$ cat src/hdl/rfd_pkg.sv
`timescale 1ns / 1ps

package rfd_pkg;

  // Frame geometry
  localparam int unsigned FRAME_LENGTH = 18;
  localparam int unsigned POS_W        = 5;
  localparam logic [POS_W-1:0] POS_LAST = POS_W'(FRAME_LENGTH - 1);
  localparam logic [POS_W-1:0] POS_IDLE = POS_W'(FRAME_LENGTH);

  localparam logic [10:0] STICK_CENTRE = 11'd1024;

  // Configuration port
  localparam int unsigned CFG_IDX_W  = 8;
  localparam int unsigned CFG_DATA_W = 16;

  localparam logic [CFG_IDX_W-1:0] CFG_STICK_DEADBAND = CFG_IDX_W'(0);
  localparam logic [CFG_IDX_W-1:0] CFG_SPIKE_LIMIT    = CFG_IDX_W'(1);
  localparam logic [CFG_IDX_W-1:0] CFG_STALE_LIMIT    = CFG_IDX_W'(2);
  localparam logic [CFG_IDX_W-1:0] CFG_PRESS_DEBOUNCE = CFG_IDX_W'(3);

  localparam logic [9:0]  RST_STICK_DEADBAND = 10'd3;
  localparam logic [15:0] RST_SPIKE_LIMIT    = 16'd150;
  localparam logic [7:0]  RST_STALE_LIMIT    = 8'd50;
  localparam logic [7:0]  RST_PRESS_DEBOUNCE = 8'd6;

  typedef struct packed {
    logic [9:0]  stick_deadband;
    logic [15:0] spike_limit;
    logic [7:0]  stale_limit;
    logic [7:0]  press_debounce;
  } rfd_cfg_t;

  typedef struct packed {
    logic [7:0] frame_byte;
    logic       frame_start;
  } rfd_in_t;

  typedef struct packed {
    logic [10:0]        stick_ch0;
    logic [10:0]        stick_ch1;
    logic [10:0]        stick_ch2;
    logic [10:0]        stick_ch3;
    logic [3:0]         switch_pair;
    logic signed [15:0] mouse_x;
    logic signed [15:0] mouse_y_filtered;
    logic signed [15:0] mouse_z;
    logic               left_pressed;
    logic [7:0]         right_press_raw;
    logic [15:0]        key_bits;
    logic [10:0]        dial_value;
  } rfd_out_t;

  // Whole frame, last byte taken straight from the input
  typedef logic [FRAME_LENGTH-1:0][7:0] rfd_frame_t;

  typedef struct packed {
    logic       fire;
    rfd_frame_t bytes;
  } rfd_frame_req_t;

endpackage

$ cat src/hdl/rfd_assembler.sv
`timescale 1ns / 1ps

module rfd_assembler
  import rfd_pkg::*;
(
  input  logic           clk,
  input  logic           rst,
  input  logic           accept,
  input  rfd_in_t        item,
  output rfd_frame_req_t frame
);

  logic [POS_W-1:0] position;
  logic [POS_W-1:0] position_next;
  logic [POS_W-1:0] pos_eff;
  logic [7:0]       store [FRAME_LENGTH-1];

  // A start flag restarts the frame at byte 0
  assign pos_eff = item.frame_start ? '0 : position;

  always_comb begin
    position_next = position;
    if (accept) begin
      if (pos_eff < POS_LAST) begin
        position_next = pos_eff + POS_W'(1);
      end else if (pos_eff == POS_LAST) begin
        position_next = POS_IDLE;
      end
    end
  end

  always_ff @(posedge clk) begin
    if (rst) begin
      position <= POS_IDLE;
    end else begin
      position <= position_next;
    end
  end

  // Byte buffer, no reset
  always_ff @(posedge clk) begin
    for (int i = 0; i < FRAME_LENGTH - 1; i++) begin
      if (accept && pos_eff == POS_W'(i)) begin
        store[i] <= item.frame_byte;
      end
    end
  end

  // Frame out on the final byte
  always_comb begin
    frame.fire = accept && (pos_eff == POS_LAST);
    for (int i = 0; i < FRAME_LENGTH - 1; i++) begin
      frame.bytes[i] = store[i];
    end
    frame.bytes[FRAME_LENGTH-1] = item.frame_byte;
  end

  a_pos_range: assert property (@(posedge clk) disable iff (rst)
    position <= POS_IDLE)
    else $error("byte position out of range");

  a_idle_after_fire: assert property (@(posedge clk) disable iff (rst)
    frame.fire |=> position == POS_IDLE)
    else $error("position not idle after a complete frame");

endmodule

$ cat src/hdl/rfd_decode.sv
`timescale 1ns / 1ps

module rfd_decode
  import rfd_pkg::*;
(
  input  logic           clk,
  input  logic           rst,
  input  rfd_cfg_t       cfg,
  input  rfd_frame_req_t frame,
  output rfd_out_t       result
);

  logic [15:0] previous_mouse_y;
  logic [15:0] previous_mouse_y_next;
  logic [8:0]  repeat_count;
  logic [8:0]  repeat_count_next;
  logic [7:0]  hold_count;
  logic [7:0]  hold_count_next;

  logic [10:0] ch0, ch1, ch2, ch3;
  logic [15:0] y_raw;
  logic [16:0] diff;
  logic [16:0] adiff;
  logic [15:0] y_spike;
  logic        rep_inc;
  logic [8:0]  rep_sum;
  rfd_frame_t  s;

  function automatic logic [10:0] dead(input logic [10:0] ch, input logic [9:0] band);
    logic [10:0] d;
    d = (ch >= STICK_CENTRE) ? (ch - STICK_CENTRE) : (STICK_CENTRE - ch);
    return (d > {1'b0, band}) ? ch : STICK_CENTRE;
  endfunction

  assign s = frame.bytes;

  // Stick channel unpacking
  assign ch0 = {s[1][2:0], s[0]};
  assign ch1 = {s[2][5:0], s[1][7:3]};
  assign ch2 = {s[4][0], s[3], s[2][7:6]};
  assign ch3 = {s[5][3:0], s[4][7:1]};

  // Mouse y spike filter, then stale count
  always_comb begin
    y_raw   = {s[9], s[8]};
    diff    = {y_raw[15], y_raw} - {previous_mouse_y[15], previous_mouse_y};
    adiff   = diff[16] ? (~diff + 17'd1) : diff;
    y_spike = (adiff > {1'b0, cfg.spike_limit}) ? previous_mouse_y : y_raw;
    rep_inc = (y_spike == previous_mouse_y) && (y_spike != 16'd0);
    rep_sum = repeat_count + {8'd0, rep_inc};
    if (rep_sum > {1'b0, cfg.stale_limit}) begin
      repeat_count_next     = '0;
      previous_mouse_y_next = '0;
    end else begin
      repeat_count_next     = rep_sum;
      previous_mouse_y_next = y_spike;
    end
  end

  // Left button hold, saturating
  always_comb begin
    if (s[12] == 8'd1) begin
      hold_count_next = (hold_count == 8'hff) ? hold_count : hold_count + 8'd1;
    end else begin
      hold_count_next = '0;
    end
  end

  always_ff @(posedge clk) begin
    if (rst) begin
      previous_mouse_y <= '0;
      repeat_count     <= '0;
      hold_count       <= '0;
    end else if (frame.fire) begin
      previous_mouse_y <= previous_mouse_y_next;
      repeat_count     <= repeat_count_next;
      hold_count       <= hold_count_next;
    end
  end

  // Result assembly
  always_comb begin
    result.stick_ch0        = dead(ch0, cfg.stick_deadband);
    result.stick_ch1        = dead(ch1, cfg.stick_deadband);
    result.stick_ch2        = dead(ch2, cfg.stick_deadband);
    result.stick_ch3        = dead(ch3, cfg.stick_deadband);
    result.switch_pair      = s[5][7:4];
    result.mouse_x          = {s[7], s[6]};
    result.mouse_y_filtered = previous_mouse_y_next;
    result.mouse_z          = {s[11], s[10]};
    result.left_pressed     = hold_count_next > cfg.press_debounce;
    result.right_press_raw  = s[13];
    result.key_bits         = {s[15], s[14]};
    result.dial_value       = {s[17][2:0], s[16]};
  end

  a_repeat_bound: assert property (@(posedge clk) disable iff (rst)
    repeat_count <= 9'd256)
    else $error("repeat count beyond bound");

endmodule

$ cat src/hdl/remote_frame_decoder_filter.sv
`timescale 1ns / 1ps

// Remote-control frame decoder with mouse y and left button filtering.
//
// Input channel (in_valid/in_ready/in_item): one receiver byte per request,
// frame_start marks byte 0. Bytes without a preceding start are dropped;
// a start mid-frame abandons the partial frame.
// Output channel (out_valid/out_ready/out_item): one decoded frame per
// complete 18-byte frame, registered; it appears the cycle after the
// final byte is accepted.
// Throughput: one byte per cycle. The only stall source is the output
// register: while it holds an untaken result, in_ready follows out_ready.
// Configuration (cfg_valid/cfg_ready/cfg_index/cfg_data): always ready;
// indices 0..3 select deadband, spike limit, stale limit and press
// debounce. Other indices are ignored. Write only while idle.
// Reset (rst, synchronous): registers take their default values, the
// decoder waits for a start flag, filter history and counts clear.
module remote_frame_decoder_filter
  import rfd_pkg::*;
(
  input  logic                  clk,
  input  logic                  rst,
  input  logic                  in_valid,
  output logic                  in_ready,
  input  rfd_in_t               in_item,
  output logic                  out_valid,
  input  logic                  out_ready,
  output rfd_out_t              out_item,
  input  logic                  cfg_valid,
  output logic                  cfg_ready,
  input  logic [CFG_IDX_W-1:0]  cfg_index,
  input  logic [CFG_DATA_W-1:0] cfg_data
);

  rfd_cfg_t       cfg_regs;
  rfd_frame_req_t frame;
  rfd_out_t       result;
  logic           in_accept;
  logic           out_free;

  assign out_free  = !out_valid || out_ready;
  assign in_ready  = out_free;
  assign in_accept = in_valid && in_ready;
  assign cfg_ready = 1'b1;

  // Configuration registers
  always_ff @(posedge clk) begin
    if (rst) begin
      cfg_regs.stick_deadband <= RST_STICK_DEADBAND;
      cfg_regs.spike_limit    <= RST_SPIKE_LIMIT;
      cfg_regs.stale_limit    <= RST_STALE_LIMIT;
      cfg_regs.press_debounce <= RST_PRESS_DEBOUNCE;
    end else if (cfg_valid && cfg_ready) begin
      case (cfg_index)
        CFG_STICK_DEADBAND: cfg_regs.stick_deadband <= cfg_data[9:0];
        CFG_SPIKE_LIMIT:    cfg_regs.spike_limit    <= cfg_data[15:0];
        CFG_STALE_LIMIT:    cfg_regs.stale_limit    <= cfg_data[7:0];
        CFG_PRESS_DEBOUNCE: cfg_regs.press_debounce <= cfg_data[7:0];
        default: ;
      endcase
    end
  end

  rfd_assembler u_assembler (
    .clk    (clk),
    .rst    (rst),
    .accept (in_accept),
    .item   (in_item),
    .frame  (frame)
  );

  rfd_decode u_decode (
    .clk    (clk),
    .rst    (rst),
    .cfg    (cfg_regs),
    .frame  (frame),
    .result (result)
  );

  // Output register
  always_ff @(posedge clk) begin
    if (rst) begin
      out_valid <= 1'b0;
    end else if (frame.fire) begin
      out_valid <= 1'b1;
    end else if (out_ready) begin
      out_valid <= 1'b0;
    end
  end

  always_ff @(posedge clk) begin
    if (frame.fire) begin
      out_item <= result;
    end
  end

  a_fire_has_room: assert property (@(posedge clk) disable iff (rst)
    frame.fire |-> out_free)
    else $error("frame completed with output register occupied");

  a_fire_shows: assert property (@(posedge clk) disable iff (rst)
    frame.fire |=> out_valid)
    else $error("completed frame not presented");

  a_fire_needs_input: assert property (@(posedge clk) disable iff (rst)
    frame.fire |-> in_valid && in_ready)
    else $error("frame completed without an accepted byte");

endmodule
$ cat config.mk
export PLATFORM = sky130hd
export DESIGN_NAME = remote_frame_decoder_filter
export DESIGN_NICKNAME = d
export VERILOG_FILES = /design/src/hdl/rfd_pkg.sv /design/src/hdl/rfd_assembler.sv /design/src/hdl/rfd_decode.sv /design/src/hdl/remote_frame_decoder_filter.sv
export SDC_FILE = /design/constraint.sdc
export NUM_CORES = 1
export LEC_CHECK = 0
export BUFFER_PORTS_ARGS = -buffer_cell sky130_fd_sc_hd__buf_2
export CAP_MARGIN = 10
export CORE_ASPECT_RATIO = 0.75
export CORE_MARGIN = 1
export CORE_UTILIZATION = 30
export CTS_BUF_LIST = sky130_fd_sc_hd__clkbuf_2
export DETAILED_ROUTE_END_ITERATION = 10
export GPL_TIMING_DRIVEN = 0
export PLACE_DENSITY = 0.48
export RECOVER_POWER = 50
export SYNTH_ARGS = -nofsm -noshare
export SYNTH_HDL_FRONTEND = slang
export SYNTH_SLANG_ARGS = --single-unit
$ cat constraint.sdc
create_clock -name clk -period 13.6 [get_ports clk]
set_input_delay 4.08 -clock clk [delete_from_list [all_inputs] [get_ports clk]]
set_output_delay 4.08 -clock clk [all_outputs]
set_load 0.05 [all_outputs]
; Yosys cells after proc, flatten, opt, wreduce, memory -nomap -nowiden
; Memory sizes are Yosys's and may differ from the RTL's. A register that Yosys moved wholly into a read port is not among the register bits.
; Cells that the tools add are included.
[word_totals]
register_bits = 157
mem_bits_rw = 136
input_bits = 38
out_inout_bits = 135
word_cells = 212
mem_count = 1
[mem_list]
columns = memory, words, word_bits, read_ports, rd_clocked_by_memory_dff, write_ports, line
row1 = u_assembler.store, 17, 8, 17, 8, 1, rfd_assembler.sv:16  ; logic [7:0] store [FRAME_LENGTH-1];
[op_classes]
n_addsub = 13
n_lt_le_gt_ge = 12
eq_ne = 23
n_mux = 97
bitwise = 1
n_reduce_logical = 48
[op_table]
columns = operator, n
row1 = $mux 8, 18
row2 = $reduce_or 8->1, 16
row3 = $mux 5, 19
row4 = $mux 1, 52
row5 = $ge 11x11->1 const B, 4
row6 = $gt 11x10->1, 4
row7 = $mux 11, 4
row8 = $sub 11x11->11 const A, 4
row9 = $sub 11x11->11 const B, 4
row10 = $eq 5x4->1 const B, 8
row11 = $mux 16, 2
row12 = $eq 5x3->1 const B, 4
row13 = $logic_and 1x1->1, 20
row14 = $add 17x1->17 const B, 1
row15 = $gt 17x16->1, 1
row16 = $mux 17, 1
row17 = $not 17->17, 1
row18 = $sub 16x16->17, 1
row19 = $eq 16x16->1, 1
row20 = $eq 8x1->1 const B, 2
row21 = $eq 8x2->1 const B, 2
row22 = $reduce_bool 16->1, 1
row23 = $eq 5x2->1 const B, 2
row24 = $eq 5x5->1 const B, 2
row25 = 15 further kinds, 20

; Logic depth before layout (Yosys ltp)
; Gate-level depths: netlist of run 1.
[logic_depth]
ltp_word = 23
depth_mapped = 38
mapped_depth_nobuf = 34

; Cells and area by module
; A second synthesis of run 1 with hierarchy kept.
[hier_totals]
hier_cells = 1415
area_unflattened_um2 = 16992.5
[by_module_without_submodules]
columns = module, instances, cells_each, area_per_inst_um2, seq_area_each_um2
row1 = rfd_decode, 1, 886, 6491.2, 660.6
row2 = remote_frame_decoder_filter, 1, 303, 5771.8, 4824.6
row3 = rfd_assembler, 1, 226, 4729.5, 4184.0

; Worst setup path before layout of run 1
; No wires, ideal clock.
[synth_path]
path_kind = input-to-reg
from = input port out_ready
to = register u_decode.repeat_count[5]
setup_ns = 0.132
t_arrival_ns = 9.747
required_time_ns = 13.468
slack_ns = 3.721
cell_stages = 9
n_path_buf = 1
cell_sequence = nand2b_1 -> nand2_1 -> nor3_1 -> nand2_1 -> inv_2 -> buf_1 -> o21ai_0 -> nand2_1 -> a21oi_1
[synth_lines]
columns = item, line
row1 = start: declaration, remote_frame_decoder_filter.sv:27  ; input logic out_ready,
row2 = end signal: assignment, rfd_decode.sv:76  ; repeat_count <= repeat_count_next;
row3 = end: declaration, rfd_decode.sv:15  ; logic [8:0] repeat_count;

; Final worst setup path of run 1
[layout_path]
from = input port out_ready
to = output port in_ready
[layout_via]
elab_chain_len = 1
[layout_lines]
columns = item, line
row1 = $logic_or 1x1->1, remote_frame_decoder_filter.sv:41  ; assign out_free = !out_valid || out_ready;
row2 = end: declaration, remote_frame_decoder_filter.sv:24  ; output logic in_ready,
; No other way between the ends.

==> out/metrics.yaml, run 1 <==
finish:
  final_core_util: 0.356
  multi_input_area_mm2: 0.00611
  nets: 1727
  final_area_mm2: 0.0189
  layout-drive-gt1-share: 0.219
  n_fill_cell: 5362
  area_growth_syn_to_layout_pct: 16.4
  seq_area_mm2: 0.00967
detailed_routing:
  drtIter0Drc: 698
  drc: 0
  num_vias: 11000
  vias_per_cell: 4.65
  drtAntennaViolNets: 0
  wl_per_cell_um: 17.4
  dr.pass1.iters: 8
  finalWirelength_um: 41200
grt:
  antenna_found_initial: 5
  grt_pass1_wl_um: 62700
  grt-ovfl-total: 0
  gr-usage-all-layers: 0.150
  grt_max_degree: 40
  grt_pass1_vias: 10700
timing:
  clock_skew_ns: 0.0653
  setup_viol: 0
  timing.final.crit_share: 0.650
  slew_violations: 0
  setup_tns_ns: 0
  hold_viol_final: 0
  slew_headroom: 0.0294
  rsz0062_at_grt: "no"
  worst_pin_slew_ns: 1.46
  clock.fmax_mhz: 113
  fin_hold_ws_ns: 0.366
  period_minus_slack_ns: 8.84
clocking:
  clk_path_buf_depth: 3
  clk_latency_ns: 1.06
  numClockSinks: 349
  cts_hold_buf: 0
  ctsHtreeMaxLevel: 3
  postCtsSetupBuffers: 0
  cts_resized: 0
  root_buffer: "clkbuf_2"
  cts_tree: "done"
  clkTransAtPathRegs_ns: 0.11
  numCtsBuffers: 90
worst_setup_path:
  reg2reg_slack_ns: 5.35
  cp.depth: 3
  cp_max_fo: 5
  crit_top_cell: "buf_2"
  critPathRequiredTime_ns: 9.52
  cp_cell_sequence: "buf_2 -> nand2b_1 -> buf_2"
  cp.arrival_ns: 4.76
  worstSetupStartpointType: "input pin"
  end_kind: "primary output"
  worstRegToRegCells: 35
  path_buf_inv: 2
  path_class: "in -> out"
  crit_slowest_cell: "buf_2"
  critical_path.top_delay_family: "buffers and inverters"
  slowest_delay_ns: 0.34
yosys:
  synth-seq-cells: 349
  yosysUniqueCellTypes: 83
  async_flop_share: 0
  ys_warn_count: 0
  mappedNetlistArea_mm2: 0.0163
  ys_seq_area_frac: 0.594
  ys.flop_type: "edfxtp_1"
  syn_inst: 1322
  synth-edff-count: 268
  syn-num-nets: 1462
  syn_area_per_cell_um2: 12.3
placement:
  routabilityCongestion: 0.812
  place.detailed.hpwl_um: 29200
  place_area_mm2: 0.0181
  port_buffers: 169
die:
  die_x_um: 271
  die_area_mm2: 0.0552
  io_pins: 173
  num_rows: 73
  coreArea_mm2: 0.0532
  initial_utilization: 0.306
  dieHeight_um: 204
run:
  cap_violations: 0
power:
  power_density_mw_per_mm2: 104
  p_leak_nw: 7.38
  peakVddDrop_mv: 0.0648
status:
  status: "finished clean"
worst_hold_path:
  hold_path_class: "reg -> reg"
  min_path_cells: 0
logic make-up (layout without fill, tap and decap cells):
group,count (synthesis),in the layout,share of synthesized area
AO/OA/AOI/OAI,201,201,0.0910
XOR/XNOR,82,82,0.0451
adder cells (fa/ha/maj),102,102,0.0789
buffers and inverters,120,455,0.0302
flip-flops,349,349,0.594
multiplexers,63,63,0.0391
other,1,6,0.000231
AND/OR/NAND/NOR,404,404,0.121
synthesized netlist by cell type, types with 2 or more instances:
cell | n | share of area
nor3b_1 | 8 | 0.0037
a21o_1 | 13 | 0.0060
clkbuf_1 | 25 | 0.0058
o221ai_1 | 2 | 0.0011
a21oi_2 | 2 | 0.0011
buf_2 | 3 | 0.00092
buf_6 | 4 | 0.0028
inv_1 | 84 | 0.019
a211oi_1 | 14 | 0.0065
a32o_1 | 6 | 0.0037
o211ai_1 | 4 | 0.0018
o22ai_1 | 2 | 0.00077
a32o_2 | 10 | 0.0069
mux2i_1 | 58 | 0.036
nand4_1 | 22 | 0.0085
a311oi_2 | 2 | 0.0018
or3_1 | 4 | 0.0015
nand2_1 | 74 | 0.017
o21a_1 | 23 | 0.011
and2_1 | 11 | 0.0042
buf_4 | 2 | 0.00092
or3b_2 | 2 | 0.0011
nor3_1 | 30 | 0.0092
a21oi_1 | 53 | 0.016
o2111ai_1 | 2 | 0.0011
edfxtp_1 | 268 | 0.49
nor2_1 | 147 | 0.034
or2_2 | 7 | 0.0027
nand3_1 | 18 | 0.0055
nand2b_1 | 7 | 0.0027
dfxtp_1 | 81 | 0.10
a31oi_1 | 5 | 0.0019
nor2b_1 | 21 | 0.0081
and3_1 | 14 | 0.0054
ha_1 | 101 | 0.078
o31ai_1 | 3 | 0.0014
xnor2_1 | 38 | 0.020
nor4_1 | 20 | 0.0077
xnor2_2 | 2 | 0.0020
mux2_2 | 5 | 0.0035
xor2_1 | 42 | 0.023
a21o_2 | 2 | 0.0011
nand3b_1 | 8 | 0.0037
o21ai_0 | 34 | 0.010
routing by layer:
metal | wire [µm] | part of all wire | global-route usage
met1 | 21700 | 0.53 | 0.228
met2 | 16500 | 0.40 | 0.203
met3 | 2360 | 0.057 | 0.0407
met4 | 667 | 0.016 | 0.0444
met5 | 9 | 0.00022 | 0
final cells by class:
cell class / instances / area share
Antenna cell: 5 / 0.000661
Buffer: 35 / 0.00919
Clock buffer: 130 / 0.0344
Clock inverter: 32 / 0.0111
Inverter: 85 / 0.0169
Multi-Input combinational cell: 853 / 0.323
Sequential cell: 349 / 0.511
Tap cell: 712 / 0.0471
Timing Repair Buffer: 173 / 0.0475
per-stage QoR:
stage	power [mW]	cells	setup slack, ns
2_1_floorplan	1.21	1322	3.72
3_3_place_gp	1.25	2203	1.37
3_5_place_dp	1.25	2206	4.75
4_1_cts	2.02	2368	4.74
5_1_grt	2.07	2373	4.61
6_report	1.97	2374	4.76
flip-flops by register name, summed over array words and instances (netlist names):
register / count
u_assembler.store: 136
u_decode.previous_mouse_y: 16
u_decode.repeat_count: 9
u_decode.hold_count: 8
cfg_regs: 42
out_item: 132
out_valid: 1
u_assembler.position: 5
layout by cell type (no fill, tap or decap), types with 5 or more instances in the layout:
master,netlist,layout
a211oi_1,14,14
ha_1,101,101
inv_1,84,84
nand2b_1,7,7
clkbuf_2,0,130
nor2b_1,21,21
nand2_1,74,74
buf_2,3,165
edfxtp_1,268,268
a32o_2,10,10
nand3b_1,8,8
a31oi_1,5,5
and2_0,0,9
nor2_1,147,147
clkbuf_1,25,34
a21oi_1,53,53
xor2_1,42,42
o21a_1,23,23
nor3_1,30,30
a21o_1,13,13
dfxtp_1,81,81
mux2i_1,58,58
and3_1,14,14
nor3b_1,8,8
nand4_1,22,22
xnor2_1,38,38
diode_2,0,5
nor4_1,20,20
o21ai_0,34,34
mux2_2,5,5
a32o_1,6,6
or2_2,7,7
nand3_1,18,18
clkinv_1,0,21
power breakdown:
| part | switching [mW] | internal, mW |
|---|---|---|
| combinational | 0.0496 | 0.0192 |
| sequential | 0.00394 | 1.15 |
| clock | 0.451 | 0.302 |
| total | 0.504 | 1.47 |
path summary, 6_finish.rpt:
check / start / to
setup / recovery: out_ready / in_ready
hold / removal: u_assembler.store[0][47] / out_item[87]
setup reg to reg: u_decode.previous_mouse_y[0] / out_item[54]
hold reg to reg: u_assembler.store[0][47] / out_item[87]
Note: power is estimated with default switching activity, not from simulation.
==> inputs of run 2 (changes only) <==
PLACE_DENSITY = 0.5   (was 0.48)
clock period = 8.13 ns   (was 13.6 ns; I/O delays follow)
==> run 2 against run 1 <==
Net effect: the flow now finishes with violations (capacitance limit); critical path depth rose by 35; non-clock buffer count rose by 6; clock skew barely moved; cell count rose by 0.17%; first-iteration DRC count rose by 11%.
==> out/metrics.yaml, run 2 (synthesized netlist as in run 1, its figures left out) <==
grt:
  gr-usage-all-layers: 0.149
  antenna_found_initial: 4
  grt_pass1_wl_um: 62500
  grt_max_degree: 80
  grt-ovfl-total: 0
  grt_pass1_vias: 10600
power:
  p_leak_nw: 7.41
  p_int_mw: 2.41
  clkPwrFrac: 0.370
  power_density_mw_per_mm2: 171
  switching_share: 0.257
  p_seq_frac: 0.594
  peakVddDrop_mv: 0.0690
  combPwrFrac: 0.036
  p_switching_mw: 0.833
status:
  violations: "capacitance limit"
  status: "complete, but fails checks"
timing:
  fin_ws_ns: 0.505
  slew_violations: 0
  setup_viol: 0
  clock_skew_ns: 0.0649
  worst_pin_slew_ns: 1.49
  period_minus_slack_ns: 7.63
  rsz0062_at_grt: "no"
  hold_viol_final: 0
  timing.final.crit_share: 0.938
  fin_hold_ws_ns: 0.393
  slew_headroom: 0.00865
  clock.fmax_mhz: 131
clocking:
  clkTransAtPathRegs_ns: 0.11
  clk_latency_ns: 1.03
  root_buffer: "clkbuf_2"
  numCtsBuffers: 88
  clk_path_buf_depth: 3
  ctsHtreeMaxLevel: 3
  cts_hold_buf: 0
  cts_tree: "done"
  numClockSinks: 349
worst_setup_path:
  cp.arrival_ns: 8.51
  cp_max_fo: 10
  cp.depth: 38
  startpoint: "u_assembler.store[0][64]"
  crit_top_cell: "ha_1"
  path_buf_inv: 5
  critPathRequiredTime_ns: 9.01
  path_class: "reg -> reg"
  worstRegToRegCells: 38
  worstSetupStartpointType: "register"
  slowest_delay_ns: 0.50
  critical_path.top_delay_family: "compound AO/OA/AOI/OAI gates"
  regToRegStartpoint: "u_assembler.store[0][64]"
  crit_slowest_cell: "edfxtp_1"
  end_kind: "register"
detailed_routing:
  drtIter0Drc: 772
  drc: 0
  vias_per_cell: 4.67
  dr.pass1.iters: 5
  num_vias: 11100
  finalWirelength_um: 41700
  drtAntennaViolNets: 0
  wl_per_cell_um: 17.5
finish:
  nets: 1731
  final_core_util: 0.356
  layout_common_cells: "edfxtp_1, buf_2, nor2_1"
  regMostFlops: "u_assembler.store"
  area_growth_syn_to_layout_pct: 16.6
  largest_register_ffs: 136
  layout-drive-gt1-share: 0.229
  layout_commonest_cell: "edfxtp_1"
  reg_top3: "u_assembler.store (136), out_item (132), cfg_regs (42)"
placement:
  port_buffers: 169
  pre_cts_slack_ns: -0.117
  place.detailed.hpwl_um: 28800
  routabilityCongestion: 0.840
run:
  cap_violations: 1
die:
  die_x_um: 271
  die_area_mm2: 0.0552
  num_rows: 73
  dieHeight_um: 204
  io_pins: 173
  coreArea_mm2: 0.0532
  initial_utilization: 0.306
worst_hold_path:
  min_path_cells: 0
  min_from: "u_assembler.store[0][93]"
  hold_path_class: "reg -> reg"
[run 2: per-stage QoR]
stage                     area (µm²)  setup TNS [ns]  power (mW)  instances
after floorplan                16300               0        2.03       1322
after global placement         18000         -221.26        2.08       2203
after detailed placement       18000          -0.844        2.08       2204
after CTS                      18900               0        3.31       2364
after global routing           19000               0        3.42       2377
final                          19000               0        3.24       2378
[run 2: layout make-up]
class | count | area (µm²)
diodes | 5 | 12.5
plain buffers | 35 | 183
clock buffers | 125 | 626
clock inverters | 35 | 190
fillers | 5339 | 34300
inverters | 85 | 319
multi-input cells | 853 | 6160
flip-flops and latches | 349 | 9670
well taps | 712 | 891
repair buffers | 179 | 928
[run 2: final timing paths]
kind / endpoint / slack, ns
min reg2reg: out_item[49] / 0.39
max reg2reg: u_decode.previous_mouse_y[12] / 0.50
max: u_decode.previous_mouse_y[12] / 0.50
min: out_item[49] / 0.39
[run 2: worst reg2reg max path: cells and delay by family (launching register included)]
kind	cells	cell delay, ns
compound gates	15	2.82
simple gates	11	1.60
fa+ha+maj	5	1.48
buf+inv	5	0.81
flops	1	0.50
xor+xnor	2	0.31
[run 2: power groups by stage]
stage | Combinational [mW] | Clock, mW | Sequential (mW)
final | 0.116 | 1.20 | 1.93
after global routing | 0.128 | 1.36 | 1.93
after CTS | 0.119 | 1.26 | 1.93
after detailed placement | 0.118 | 0 | 1.97
after global placement | 0.116 | 0 | 1.97
after floorplan | 0.0523 | 0 | 1.98
[run 2: repair_timing]
action / CTS / global route
buffers inserted: 0 / 8
endpoints found under the hold margin: 0 / 0
cloned: 0 / 0
endpoints found under the setup margin: 11 / 40
gates resized for setup: 2 / 15
pin swaps: 0 / 1
[run 2: per-layer routing]
| metal | vias up | global-route usage | share of wire |
|---|---|---|---|
| li1 | 5427 | - | - |
| met1 | 5316 | 0.227 | 0.52 |
| met2 | 317 | 0.204 | 0.40 |
| met3 | 54 | 0.0387 | 0.058 |
| met4 | 2 | 0.0391 | 0.015 |
| met5 | - | 0 | 0.00022 |
